$ cat config.mk
export PLATFORM = sky130hd
export DESIGN_NAME = binary_frame_receiver_fletcher8_flat
export DESIGN_NICKNAME = d
export VERILOG_FILES = /design/src/sv/bfrf_pkg.sv /design/src/sv/bfrf_if.sv /design/src/sv/binary_frame_receiver_fletcher8.sv /design/src/sv/bfrf_match.sv /design/src/flat_wrapper.sv
export SDC_FILE = /design/constraint.sdc
export NUM_CORES = 1
export LEC_CHECK = 0
export ABC_AREA = 1
export BUFFER_PORTS_ARGS = -buffer_cell sky130_fd_sc_hd__buf_2
export CAP_MARGIN = 0
export CORE_ASPECT_RATIO = 0.5
export CORE_UTILIZATION = 55
export CTS_CLUSTER_SIZE = 8
export DETAILED_ROUTE_END_ITERATION = 10
export GPL_TIMING_DRIVEN = 0
export PLACE_DENSITY = 0.77
export SLEW_MARGIN = 20
export SYNTH_ARGS = -nofsm -noshare
export SYNTH_HDL_FRONTEND = slang
export SYNTH_SLANG_ARGS = --single-unit
$ cat constraint.sdc
create_clock -name clk -period 3.4 [get_ports clk]
set_input_delay 0.51 -clock clk [delete_from_list [all_inputs] [get_ports clk]]
set_output_delay 0.51 -clock clk [all_outputs]
set_load 0.01 [all_outputs]
$ cat src/sv/bfrf_pkg.sv
// Shared types, constants and codes for the binary frame receiver.
package bfrf_pkg;

  localparam int unsigned NUM_ENTRIES = 4;
  localparam logic [15:0] MAX_PAYLOAD = 16'd1024;
  localparam logic [15:0] ANY_LENGTH  = 16'hFFFF;
  localparam logic [7:0]  SYNC_FIRST  = 8'hB5;
  localparam logic [7:0]  SYNC_SECOND = 8'h62;

  typedef logic [NUM_ENTRIES-1:0][31:0] entry_arr_t;
  typedef logic [NUM_ENTRIES-1:0]       entry_mask_t;
  typedef logic [1:0]                   entry_idx_t;

  localparam entry_arr_t ENTRY_RESET = {32'h0002_0005, 32'h0002_0105,
                                        32'h0012_0401, 32'h005C_0701};
  localparam entry_mask_t MASK_RESET = 4'hF;

  typedef enum logic [2:0] {
    CFG_ENTRY0 = 3'd0,
    CFG_ENTRY1 = 3'd1,
    CFG_ENTRY2 = 3'd2,
    CFG_ENTRY3 = 3'd3,
    CFG_MASK   = 3'd4
  } cfg_addr_t;

  typedef enum logic [1:0] {
    KIND_PAYLOAD = 2'd0,
    KIND_GOOD    = 2'd1,
    KIND_CK_ERR  = 2'd2,
    KIND_REJECT  = 2'd3
  } result_kind_t;

  typedef enum logic [3:0] {
    PH_HUNT1   = 4'd0,
    PH_HUNT2   = 4'd1,
    PH_CLASS   = 4'd2,
    PH_ID      = 4'd3,
    PH_LEN1    = 4'd4,
    PH_LEN2    = 4'd5,
    PH_PAYLOAD = 4'd6,
    PH_CK1     = 4'd7,
    PH_CK2     = 4'd8
  } phase_t;

  typedef struct packed {
    logic       hit;
    entry_idx_t entry;
  } match_t;

  typedef struct packed {
    result_kind_t result_kind;
    logic [7:0]   message_class;
    logic [7:0]   message_id;
    entry_idx_t   matched_entry;
    logic [7:0]   payload_value;
    logic [15:0]  payload_index;
    logic [15:0]  frame_length;
  } result_t;

endpackage

$ cat src/sv/bfrf_if.sv
// Handshake channel interfaces: byte input, result output and register writes.
interface bfrf_in_if;
  logic       valid;
  logic       ready;
  logic [7:0] rx_byte;
  modport source (output valid, output rx_byte, input ready);
  modport sink   (input valid, input rx_byte, output ready);
endinterface

interface bfrf_out_if;
  logic        valid;
  logic        ready;
  logic [1:0]  result_kind;
  logic [7:0]  message_class;
  logic [7:0]  message_id;
  logic [1:0]  matched_entry;
  logic [7:0]  payload_value;
  logic [15:0] payload_index;
  logic [15:0] frame_length;
  modport source (output valid, output result_kind, output message_class,
                  output message_id, output matched_entry, output payload_value,
                  output payload_index, output frame_length, input ready);
  modport sink   (input valid, input result_kind, input message_class,
                  input message_id, input matched_entry, input payload_value,
                  input payload_index, input frame_length, output ready);
endinterface

interface bfrf_cfg_if;
  logic        valid;
  logic        ready;
  logic [2:0]  addr;
  logic [31:0] data;
  modport source (output valid, output addr, output data, input ready);
  modport sink   (input valid, input addr, input data, output ready);
endinterface

$ cat src/sv/binary_frame_receiver_fletcher8.sv
// Top level: sync-delimited frame receiver with whitelist and Fletcher-8 check.
// Path: each accepted byte is held in the input register, and its result in the result
// register; a result is held there until it is taken, and while it waits parsing stalls.
// Throughput: one byte per cycle; one byte is taken while a result waits, then in ready
// stays low until that result is taken. Cfg writes act the cycle after; cfg ready always high.
// Reset (rst_n low, synchronous): parser hunts for sync, sums and held fields cleared,
// whitelist and enable mask return to their defaults, both stages empty.
module binary_frame_receiver_fletcher8 (
  input logic   clk,
  input logic   rst_n,
  bfrf_in_if.sink    in_ch,
  bfrf_out_if.source out_ch,
  bfrf_cfg_if.sink   cfg_ch
);
  import bfrf_pkg::*;

  entry_arr_t  entries_r;
  entry_mask_t mask_r;

  logic        in_valid_r;
  logic [7:0]  in_byte_r;
  logic        advance;

  phase_t      phase_r, phase_nxt;
  logic [7:0]  sum_a_r, sum_a_nxt;
  logic [7:0]  sum_b_r, sum_b_nxt;
  logic [7:0]  class_r, class_nxt;
  logic [7:0]  id_r, id_nxt;
  logic [15:0] len_r, len_nxt;
  logic [15:0] count_r, count_nxt;
  entry_idx_t  entry_r, entry_nxt;

  logic        out_valid_r;
  result_t     res_r, res_nxt;
  logic        emit;

  logic [7:0]  add_a, add_b;
  logic [15:0] len_full, count_inc;
  match_t      match;

  // Register writes
  assign cfg_ch.ready = 1'b1;

  always_ff @(posedge clk) begin
    if (!rst_n) begin
      entries_r <= ENTRY_RESET;
      mask_r    <= MASK_RESET;
    end else if (cfg_ch.valid) begin
      unique case (cfg_addr_t'(cfg_ch.addr))
        CFG_ENTRY0: entries_r[0] <= cfg_ch.data;
        CFG_ENTRY1: entries_r[1] <= cfg_ch.data;
        CFG_ENTRY2: entries_r[2] <= cfg_ch.data;
        CFG_ENTRY3: entries_r[3] <= cfg_ch.data;
        CFG_MASK:   mask_r       <= cfg_ch.data[3:0];
        default: ;
      endcase
    end
  end

  // Input register
  assign advance     = in_valid_r && (!out_valid_r || out_ch.ready);
  assign in_ch.ready = !in_valid_r || advance;

  always_ff @(posedge clk) begin
    if (!rst_n) begin
      in_valid_r <= 1'b0;
    end else if (in_ch.ready) begin
      in_valid_r <= in_ch.valid;
    end
  end

  always_ff @(posedge clk) begin
    if (in_ch.ready && in_ch.valid) begin
      in_byte_r <= in_ch.rx_byte;
    end
  end

  // Datapath helpers
  assign add_a     = sum_a_r + in_byte_r;
  assign add_b     = sum_b_r + add_a;
  assign len_full  = {in_byte_r, len_r[7:0]};
  assign count_inc = count_r + 16'd1;

  bfrf_match u_match (
    .entries   (entries_r),
    .enable    (mask_r),
    .msg_class (class_r),
    .msg_id    (id_r),
    .msg_len   (len_full),
    .match     (match)
  );

  // Next phase
  always_comb begin
    phase_nxt = phase_r;
    unique case (phase_r)
      PH_HUNT2:   phase_nxt = (in_byte_r == SYNC_SECOND) ? PH_CLASS : PH_HUNT1;
      PH_CLASS:   phase_nxt = PH_ID;
      PH_ID:      phase_nxt = PH_LEN1;
      PH_LEN1:    phase_nxt = PH_LEN2;
      PH_LEN2: begin
        if (!match.hit)             phase_nxt = PH_HUNT1;
        else if (len_full != 16'd0) phase_nxt = PH_PAYLOAD;
        else                        phase_nxt = PH_CK1;
      end
      PH_PAYLOAD: phase_nxt = (count_inc >= len_r) ? PH_CK1 : PH_PAYLOAD;
      PH_CK1:     phase_nxt = (in_byte_r == sum_a_r) ? PH_CK2 : PH_HUNT1;
      PH_CK2:     phase_nxt = PH_HUNT1;
      default:    phase_nxt = (in_byte_r == SYNC_FIRST) ? PH_HUNT2 : PH_HUNT1;
    endcase
  end

  // Held fields, sums and result
  always_comb begin
    sum_a_nxt = sum_a_r;
    sum_b_nxt = sum_b_r;
    class_nxt = class_r;
    id_nxt    = id_r;
    len_nxt   = len_r;
    count_nxt = count_r;
    entry_nxt = entry_r;
    emit      = 1'b0;
    res_nxt   = '0;
    unique case (phase_r)
      PH_HUNT2: begin
        sum_a_nxt = '0;
        sum_b_nxt = '0;
        if (in_byte_r != SYNC_SECOND) count_nxt = '0;
      end
      PH_CLASS: begin
        sum_a_nxt = add_a;
        sum_b_nxt = add_b;
        class_nxt = in_byte_r;
      end
      PH_ID: begin
        sum_a_nxt = add_a;
        sum_b_nxt = add_b;
        id_nxt    = in_byte_r;
      end
      PH_LEN1: begin
        sum_a_nxt = add_a;
        sum_b_nxt = add_b;
        len_nxt   = {8'd0, in_byte_r};
      end
      PH_LEN2: begin
        len_nxt   = len_full;
        count_nxt = '0;
        if (match.hit) begin
          sum_a_nxt = add_a;
          sum_b_nxt = add_b;
          entry_nxt = match.entry;
        end else begin
          sum_a_nxt             = '0;
          sum_b_nxt             = '0;
          emit                  = 1'b1;
          res_nxt.result_kind   = KIND_REJECT;
          res_nxt.message_class = class_r;
          res_nxt.message_id    = id_r;
          res_nxt.frame_length  = len_full;
        end
      end
      PH_PAYLOAD: begin
        sum_a_nxt             = add_a;
        sum_b_nxt             = add_b;
        count_nxt             = count_inc;
        emit                  = 1'b1;
        res_nxt.result_kind   = KIND_PAYLOAD;
        res_nxt.message_class = class_r;
        res_nxt.message_id    = id_r;
        res_nxt.matched_entry = entry_r;
        res_nxt.payload_value = in_byte_r;
        res_nxt.payload_index = count_r;
        res_nxt.frame_length  = len_r;
      end
      PH_CK1: begin
        if (in_byte_r != sum_a_r) begin
          sum_a_nxt = '0;
          sum_b_nxt = '0;
          count_nxt = '0;
        end
      end
      PH_CK2: begin
        sum_a_nxt             = '0;
        sum_b_nxt             = '0;
        count_nxt             = '0;
        emit                  = 1'b1;
        res_nxt.result_kind   = (in_byte_r == sum_b_r) ? KIND_GOOD : KIND_CK_ERR;
        res_nxt.message_class = class_r;
        res_nxt.message_id    = id_r;
        res_nxt.matched_entry = entry_r;
        res_nxt.frame_length  = len_r;
      end
      default: ;
    endcase
  end

  always_ff @(posedge clk) begin
    if (!rst_n) begin
      phase_r <= PH_HUNT1;
      sum_a_r <= '0;
      sum_b_r <= '0;
      class_r <= '0;
      id_r    <= '0;
      len_r   <= '0;
      count_r <= '0;
      entry_r <= '0;
    end else if (advance) begin
      phase_r <= phase_nxt;
      sum_a_r <= sum_a_nxt;
      sum_b_r <= sum_b_nxt;
      class_r <= class_nxt;
      id_r    <= id_nxt;
      len_r   <= len_nxt;
      count_r <= count_nxt;
      entry_r <= entry_nxt;
    end
  end

  // Result register
  always_ff @(posedge clk) begin
    if (!rst_n) begin
      out_valid_r <= 1'b0;
    end else if (advance) begin
      out_valid_r <= emit;
    end else if (out_ch.ready) begin
      out_valid_r <= 1'b0;
    end
  end

  always_ff @(posedge clk) begin
    if (advance && emit) begin
      res_r <= res_nxt;
    end
  end

  assign out_ch.valid         = out_valid_r;
  assign out_ch.result_kind   = res_r.result_kind;
  assign out_ch.message_class = res_r.message_class;
  assign out_ch.message_id    = res_r.message_id;
  assign out_ch.matched_entry = res_r.matched_entry;
  assign out_ch.payload_value = res_r.payload_value;
  assign out_ch.payload_index = res_r.payload_index;
  assign out_ch.frame_length  = res_r.frame_length;

endmodule

$ cat src/sv/bfrf_match.sv
// Whitelist lookup: lowest enabled entry whose class, id and length fit.
module bfrf_match (
  input  bfrf_pkg::entry_arr_t  entries,
  input  bfrf_pkg::entry_mask_t enable,
  input  logic [7:0]            msg_class,
  input  logic [7:0]            msg_id,
  input  logic [15:0]           msg_len,
  output bfrf_pkg::match_t      match
);
  import bfrf_pkg::*;

  entry_mask_t fits;

  always_comb begin
    for (int n = 0; n < NUM_ENTRIES; n++) begin
      fits[n] = enable[n] && (entries[n][7:0] == msg_class) &&
                (entries[n][15:8] == msg_id) &&
                ((entries[n][31:16] == ANY_LENGTH) ? (msg_len <= MAX_PAYLOAD)
                                                   : (entries[n][31:16] == msg_len));
    end
  end

  always_comb begin
    match = '0;
    for (int n = NUM_ENTRIES - 1; n >= 0; n--) begin
      if (fits[n]) begin
        match.hit   = 1'b1;
        match.entry = entry_idx_t'(n);
      end
    end
  end

endmodule
$ cat src/flat_wrapper.sv
// flat-port wrapper written by rule: the top's interface ports become plain ports
module binary_frame_receiver_fletcher8_flat import bfrf_pkg::*;
  (clk, rst_n, in_ch_valid, in_ch_rx_byte, in_ch_ready, out_ch_valid, out_ch_result_kind, out_ch_message_class, out_ch_message_id, out_ch_matched_entry, out_ch_payload_value, out_ch_payload_index, out_ch_frame_length, out_ch_ready, cfg_ch_valid, cfg_ch_addr, cfg_ch_data, cfg_ch_ready);
  bfrf_in_if in_ch_i ();
  bfrf_out_if out_ch_i ();
  bfrf_cfg_if cfg_ch_i ();
  input logic clk;
  input logic rst_n;
  input wire logic [$bits(in_ch_i.valid)-1:0] in_ch_valid;
  input wire logic [$bits(in_ch_i.rx_byte)-1:0] in_ch_rx_byte;
  output wire logic [$bits(in_ch_i.ready)-1:0] in_ch_ready;
  output wire logic [$bits(out_ch_i.valid)-1:0] out_ch_valid;
  output wire logic [$bits(out_ch_i.result_kind)-1:0] out_ch_result_kind;
  output wire logic [$bits(out_ch_i.message_class)-1:0] out_ch_message_class;
  output wire logic [$bits(out_ch_i.message_id)-1:0] out_ch_message_id;
  output wire logic [$bits(out_ch_i.matched_entry)-1:0] out_ch_matched_entry;
  output wire logic [$bits(out_ch_i.payload_value)-1:0] out_ch_payload_value;
  output wire logic [$bits(out_ch_i.payload_index)-1:0] out_ch_payload_index;
  output wire logic [$bits(out_ch_i.frame_length)-1:0] out_ch_frame_length;
  input wire logic [$bits(out_ch_i.ready)-1:0] out_ch_ready;
  input wire logic [$bits(cfg_ch_i.valid)-1:0] cfg_ch_valid;
  input wire logic [$bits(cfg_ch_i.addr)-1:0] cfg_ch_addr;
  input wire logic [$bits(cfg_ch_i.data)-1:0] cfg_ch_data;
  output wire logic [$bits(cfg_ch_i.ready)-1:0] cfg_ch_ready;
  assign in_ch_i.valid = in_ch_valid;
  assign in_ch_i.rx_byte = in_ch_rx_byte;
  assign in_ch_ready = in_ch_i.ready;
  assign out_ch_valid = out_ch_i.valid;
  assign out_ch_result_kind = out_ch_i.result_kind;
  assign out_ch_message_class = out_ch_i.message_class;
  assign out_ch_message_id = out_ch_i.message_id;
  assign out_ch_matched_entry = out_ch_i.matched_entry;
  assign out_ch_payload_value = out_ch_i.payload_value;
  assign out_ch_payload_index = out_ch_i.payload_index;
  assign out_ch_frame_length = out_ch_i.frame_length;
  assign out_ch_i.ready = out_ch_ready;
  assign cfg_ch_i.valid = cfg_ch_valid;
  assign cfg_ch_i.addr = cfg_ch_addr;
  assign cfg_ch_i.data = cfg_ch_data;
  assign cfg_ch_ready = cfg_ch_i.ready;
  binary_frame_receiver_fletcher8 u_core (.clk(clk), .rst_n(rst_n), .in_ch(in_ch_i), .out_ch(out_ch_i), .cfg_ch(cfg_ch_i));
endmodule
==> Word level (Yosys, flattened, before mapping) <==
Index checks and enable logic that the tools add are counted.
{ "totals": {"reg_bits": 272, "latch_bits": 0, "ramBits": 0, "romBits": 0, "input_bits": 48, "output_inout_bits": 63, "elab_cells": 140, "mem_count": 0} }
{ "op_classes": {"addsub": 3, "multipliers": 0, "n_div": 0, "order_cmp": 2, "eq_ne": 36, "shifts": 0, "muxes": 33, "bitwise_logic": 1, "reduce_logical": 41} }
{ "ops": {"columns": ["cell", "n"], "rows": [
  ["equality test 8 bit", 10],
  ["equality test 16 bit", 4],
  ["equality test 16 bit (second input constant)", 4],
  ["one-hot mux 16 bit (2 select lines)", 2],
  ["one-hot mux 16 bit (4 select lines)", 1],
  ["one-hot mux 8 bit (4 select lines)", 2],
  ["one-hot mux 18 bit (3 select lines)", 1],
  ["2-to-1 mux 16 bit", 3],
  ["one-hot mux 4 bit (8 select lines)", 1],
  ["2-to-1 mux 8 bit", 3],
  ["2-to-1 mux 18 bit", 1],
  ["adder 16 x 1 -> 16 bit (second input constant)", 1],
  ["adder 8 bit", 2],
  ["equality test 4 x 3 -> 1 bit (second input constant)", 4],
  [">= comparator 16 bit", 1],
  ["less-or-equal comparator 16 x 11 -> 1 bit (second input constant)", 1],
  ["AND reduction 2 bit", 8],
  ["nonzero test 16 bit", 1],
  ["logical AND 1 bit", 15],
  ["2-to-1 mux 3 bit", 4],
  ["2-to-1 mux 1 bit", 10],
  ["AND reduction 3 bit", 3],
  ["equality test 4 x 2 -> 1 bit (second input constant)", 2],
  ["equality test 8 x 7 -> 1 bit (second input constant)", 1],
  ["other kinds (21)", 31]
]} }

==> Longest topological paths before layout <==
{ "logic_depth": {"ltp_word": 11, "ltp_mapped": 21, "depth_no_buf": 21} }

==> Hierarchy <==
A second synthesis with hierarchy kept.
{ "hier_totals": {"cells_unflattened": 1833, "area_unflattened_um2": 13596.8} }
{ "modules_own_cells": {"columns": ["module", "instances", "cells_per_inst", "area_each_um2", "seq_area_each_um2"], "rows": [
  ["binary_frame_receiver_fletcher8", 1, 1375, 11334.6, 6125.9],
  ["bfrf_match", 1, 458, 2262.2, 0.0]
]} }

==> Least setup slack after synthesis <==
OpenSTA, ideal clock, no wires.
{ "synth_path": {"path_type": "register to register", "start": "reg u_core.in_byte_r[5]", "end": "reg u_core.res_r (netlist bit u_core.out_ch.frame_length[0]) (enable)", "setup_time_ps": 414, "arrival_time_ps": 2803, "required_time_ps": 2986, "slack_ps": 183, "path_stages_with_launch": 14, "n_path_buf": 1, "synth_period_minus_slack_ps": 3217, "path_cell_list": "edfxtp_1 -> buf_2 -> inv_2 -> nand4_2 -> nor2_2 -> a21oi_4 -> nand2_1 -> nand3_1 -> nand2_2 -> nor2_8 -> nand2_4 -> nand2_1 -> nand2_1 -> inv_1"} }
{ "synth_between": {"elab_chain_cells": 10, "elab_cells_between_ends": 20, "cone_classes": "order compare (1); eq/ne (4); mux (10); reduce/logical (5)"} }
{ "synth_lines": {"columns": ["element", "line", "text"], "rows": [
  ["start: declaration", "binary_frame_receiver_fletcher8.sv:21", "logic [7:0] in_byte_r;"],
  ["start signal: assignment", "binary_frame_receiver_fletcher8.sv:74", "in_byte_r <= in_ch.rx_byte;"],
  ["less-or-equal comparator 16 x 11 -> 1 bit or equality test 16 bit (tied branches)", "bfrf_match.sv:18, bfrf_match.sv:19", null],
  ["2-to-1 mux 1 bit", "bfrf_match.sv:18", "((entries[n][31:16] == ANY_LENGTH) ? (msg_len <= MAX_PAYLOAD)"],
  ["logical AND 1 bit", "bfrf_match.sv:17", "(entries[n][15:8] == msg_id) &&"],
  ["2-to-1 mux 3 bit (3 in series)", "bfrf_match.sv:26", "if (fits[n]) begin"],
  ["2-to-1 mux 3 bit *", "bfrf_match.sv:26", null],
  ["2-to-1 mux 1 bit *", "binary_frame_receiver_fletcher8.sv:148", "if (match.hit) begin"],
  ["one-hot mux 1 bit (2 select lines) *", "binary_frame_receiver_fletcher8.sv:124", "unique case (phase_r)"],
  ["logical AND 1 bit *", "binary_frame_receiver_fletcher8.sv:231", "if (advance && emit) begin"],
  ["end signal: assignment", "binary_frame_receiver_fletcher8.sv:232", "res_r <= res_nxt;"],
  ["end: declaration", "binary_frame_receiver_fletcher8.sv:34", "result_t res_r, res_nxt;"]
]} }
Mark *: on every way between the ends. The rest lies on a longest branch, timed or not.
A chain may end at the register's enable or synchronous reset.

==> Worst setup path in the final report <==
{ "layout_path": {"start": "reg u_core.id_r[1]", "end": "reg u_core.res_r (netlist bit u_core.out_ch.message_class[4]) (enable)"} }
{ "layout_between": {"elab_chain_cells": 10, "elab_cells_between_ends": 19, "cone_classes": "eq/ne (4); mux (6); reduce/logical (9)"} }
{ "layout_lines": {"columns": ["element", "line", "text"], "rows": [
  ["start: declaration", "binary_frame_receiver_fletcher8.sv:28", "logic [7:0] id_r, id_nxt;"],
  ["start signal: assignment", "binary_frame_receiver_fletcher8.sv:212", "id_r <= id_nxt;"],
  ["equality test 8 bit", "bfrf_match.sv:17", null],
  ["logical AND 1 bit", "bfrf_match.sv:16", "fits[n] = enable[n] && (entries[n][7:0] == msg_class) &&"],
  ["logical AND 1 bit", "bfrf_match.sv:17", null],
  ["2-to-1 mux 3 bit (3 in series)", "bfrf_match.sv:26", null],
  ["2-to-1 mux 3 bit *", "bfrf_match.sv:26", null],
  ["2-to-1 mux 1 bit *", "binary_frame_receiver_fletcher8.sv:148", null],
  ["one-hot mux 1 bit (2 select lines) *", "binary_frame_receiver_fletcher8.sv:124", null],
  ["logical AND 1 bit *", "binary_frame_receiver_fletcher8.sv:231", null]
]} }
Marks and branches as above.

==> out/metrics.cfg <==
[run_status]
status = finished clean

[timing]
fin_crit_sh = 0.9748
fmax_mhz = 301.7
setup-violations-final = 0
finClkSkew_ns = 0.01563
hold_viol_final = 0
slew-limit-headroom = 0.3738
period_needed_ns = 3.314
slew_viol_final = 0
rsz0062_at_grt = true
worstMarginPinSlew_ns = 0.9322

[logic_synthesis]
synth_cell_type_count = 50
yosysSeqAreaShare = 0.4339
postSynth.asyncResetShare = 0
synth_warnings = 0
synthFlopType = dfxtp_1
yosys-top-cells-area = dfxtp_1 (29%), edfxtp_1 (14%), nand2_1 (13%), a21oi_1 (6.9%), nor2_1 (6.4%)
ys_seq_elements = 272
syn-num-nets = 2039
yosysMostFrequentCell = nand2_1
synth_edf_count = 68
synthesis.area_mm2 = 0.01412
synth_top_area_frac = 0.2892
yosysTopAreaCell = dfxtp_1
synth.cells.most_frequent = nand2_1 (488), nor2_1 (239), inv_1 (218)
avgSynthCellArea_um2 = 7.211
synth_cells = 1958

[floorplanning]
die_area_mm2 = 0.02636
rows = 41
fp.dieH_um = 115.3
ios = 111
core-area_mm2 = 0.02519
start_util = 0.5606
die_w_um = 228.6

[clock_network]
ctsHtreeMaxLevel = 2
clk_pin_slew_ns = 0.05
cts_hold_buf = 0
cts_tree = yes
cts_made_buffers = 39
cts_root_buffer = clkbuf_16
insertion_delay_ns = 0.54
clock-sinks = 272
clockBufferDepth = 3

[detailed_routing]
drc = 0
finalWirelength_um = 45130
route.antenna.remaining_nets = 0
dr_total_vias = 13759
first_iter_violations = 1565
wl_per_cell_um = 18.27
drtPass1Iterations = 6
viasPerCell = 5.570

[setup_path]
crit_type = flop to flop
crit_top_cell = nand2_1
crit_arrival_ns = 3.53
cp_data_required_time_ns = 3.62
start_kind = flop
critPathBufInv = 2
slowest_delay_ns = 0.59
path_max_fanout = 60
crit_path_cell_trace = inv_1, nand2_1, nand2_1, nor2_1, nand2_1, nor2_1, nand2_1, nor2_2, nand3_1, nand2_2, nor2_8, nand2_4, nand2_1, nand2_1, bufinv_8
crit_family = simple AND/OR/NAND/NOR gates
cp_slowest_cell = dfxtp_1
endpoint_kind = flop

[placement]
io_buffers = 109
dp.cells = 2411
dp.final_hpwl_um = 33290
place_congestion = 1.015

[final_layout]
fin_nets = 2190
utilization = 0.6466
final_cells = 2470
syn2layout_area_growth_pct = 15.34
register_area_mm2 = 0.006127
multi_input_comb_area_mm2 = 0.006819
nFillCells = 2209
drive_gt1_frac = 0.1044
antenna_cells = 0

[grt]
overflow = 0
first_global_vias = 12537
grt_max_degree = 61
grt_pass1_wl_um = 68770
grt_antenna_before_repair = 0
grt_use_total = 0.3409

[pwr]
peakVddDrop_mv = 0.3161
power_density_mw_per_mm2 = 461.9
leakage_nw = 6.959
p_total_mw = 7.522

[worst_hold_path]
hold_path_class = input port to flop

[run]
drv_cap = 0

[state kept, by name, indices dropped and copies added (netlist names)]
signal / cells
u_core.out_ch.payload_index: 16
u_core.out_ch.message_id: 8
u_core.count_r: 16
u_core.out_ch.valid: 1
u_core.phase_r: 4
u_core.entry_r: 2
u_core.class_r: 8
u_core.sum_b_r: 8
u_core.entries_r: 128
u_core.out_ch.message_class: 8
u_core.in_valid_r: 1
u_core.id_r: 8
u_core.out_ch.result_kind: 2
u_core.out_ch.payload_value: 8
u_core.in_byte_r: 8
u_core.sum_a_r: 8
u_core.len_r: 16
u_core.out_ch.matched_entry: 2
u_core.out_ch.frame_length: 16
u_core.mask_r: 4
[kinds of logic (layout without fill, tap and decap cells)]
logic type / after synthesis / in the layout / synth area share
buffers and inverters: 316 / 484 / 0.08879
and+or+nand+nor: 879 / 879 / 0.2576
AOI/OAI and AO/OA: 388 / 388 / 0.1464
other: 1 / 1 / 0.0002656
adders and majority gates: 33 / 33 / 0.03031
xor gates and xnor gates: 69 / 69 / 0.04280
DFF: 272 / 272 / 0.4339
[layer usage]
metal  up-vias  track usage  part of all wire
li1       6655            -                 -
met1      6310       0.4628              0.44
met2       680       0.5181              0.41
met3       114       0.1104              0.13
met4         0       0.1020             0.027
met5         -     0.006944                 0
[power by group]
| part | switching [mW] | internal, mW | leakage [nW] |
|---|---|---|---|
| combinational | 0.368 | 0.164 | 4.16 |
| clock | 1.44 | 2.14 | 0.523 |
| sequential | 0.0451 | 3.37 | 2.27 |
| total | 1.85 | 5.67 | 6.96 |
[repair_timing]
action / CTS / global route
gates cloned: 0 / 0
resized for setup: 2 / 22
endpoints found under the setup margin: 1 / 62
setup buffers: 0 / 1
pin swaps: 0 / 4
[layout by cell type, fill, tap and decap left out, drive strengths merged]
| cell type | instances |
|---|---|
| a22oi | 4 |
| nor3b | 4 |
| o31ai | 1 |
| nor3 | 27 |
| xor2 | 56 |
| xnor2 | 13 |
| or3 | 1 |
| fa | 2 |
| bufinv | 1 |
| o211ai | 17 |
| o22ai | 1 |
| nor2 | 243 |
| a21boi | 3 |
| clkinv | 4 |
| ha | 31 |
| nand4 | 36 |
| nand3b | 5 |
| inv | 234 |
| a211oi | 10 |
| nor4b | 1 |
| dfxtp | 204 |
| o21bai | 2 |
| edfxtp | 68 |
| a21o | 1 |
| o311ai | 1 |
| a21oi | 196 |
| clkbuf | 112 |
| a31oi | 2 |
| nand3 | 61 |
| buf | 133 |
| nand2 | 491 |
| o21ai | 150 |
| conb | 1 |
| nor4 | 9 |
| or2 | 1 |
[layout make-up]
type | instances | share of cell area
Inverter | 237 | 0.05562
Clock inverter | 2 | 0.001537
Sequential cell | 272 | 0.3762
Multi-Input combinational cell | 1370 | 0.4187
Buffer | 79 | 0.02236
Tap cell | 344 | 0.02643
Timing Repair Buffer | 110 | 0.03396
Clock buffer | 56 | 0.06515
[through the flow]
| stage | instance area (µm²) | hold slack, ns | setup TNS, ns | setup WS [ns] |
|---|---|---|---|---|
| after floorplan | 14120 | 0.4314 | 0 | 0.1827 |
| after global placement | 15100 | 0.4466 | -52.13 | -0.8777 |
| after detailed placement | 15100 | 0.4473 | -0.1121 | -0.1121 |
| after CTS | 16190 | 0.1410 | 0 | 0.03749 |
| after global routing | 16290 | 0.1442 | -0.1257 | -0.03001 |
| final | 16290 | 0.1511 | 0 | 0.08564 |
[worst paths after layout]
check | start | to | slack [ns] | cells after the start
worst min-delay path | in_ch_rx_byte[6] | u_core.in_byte_r[6] | 0.15 | 1
worst max register to register | u_core.id_r[1] | u_core.out_ch.message_class[4] | 0.09 | 15
worst max-delay path | u_core.id_r[1] | u_core.out_ch.message_class[4] | 0.09 | 15
worst min register to register | u_core.entry_r[1] | u_core.entry_r[1] | 0.46 | 2
[worst reg2reg max path, delay by kind of cell (launching register included)]
family	cells	cell delay (ns)
buf+inv	2	0.63
flops	1	0.59
simple gates	13	1.71
No activity file was read; power rests on OpenSTA's default activity.
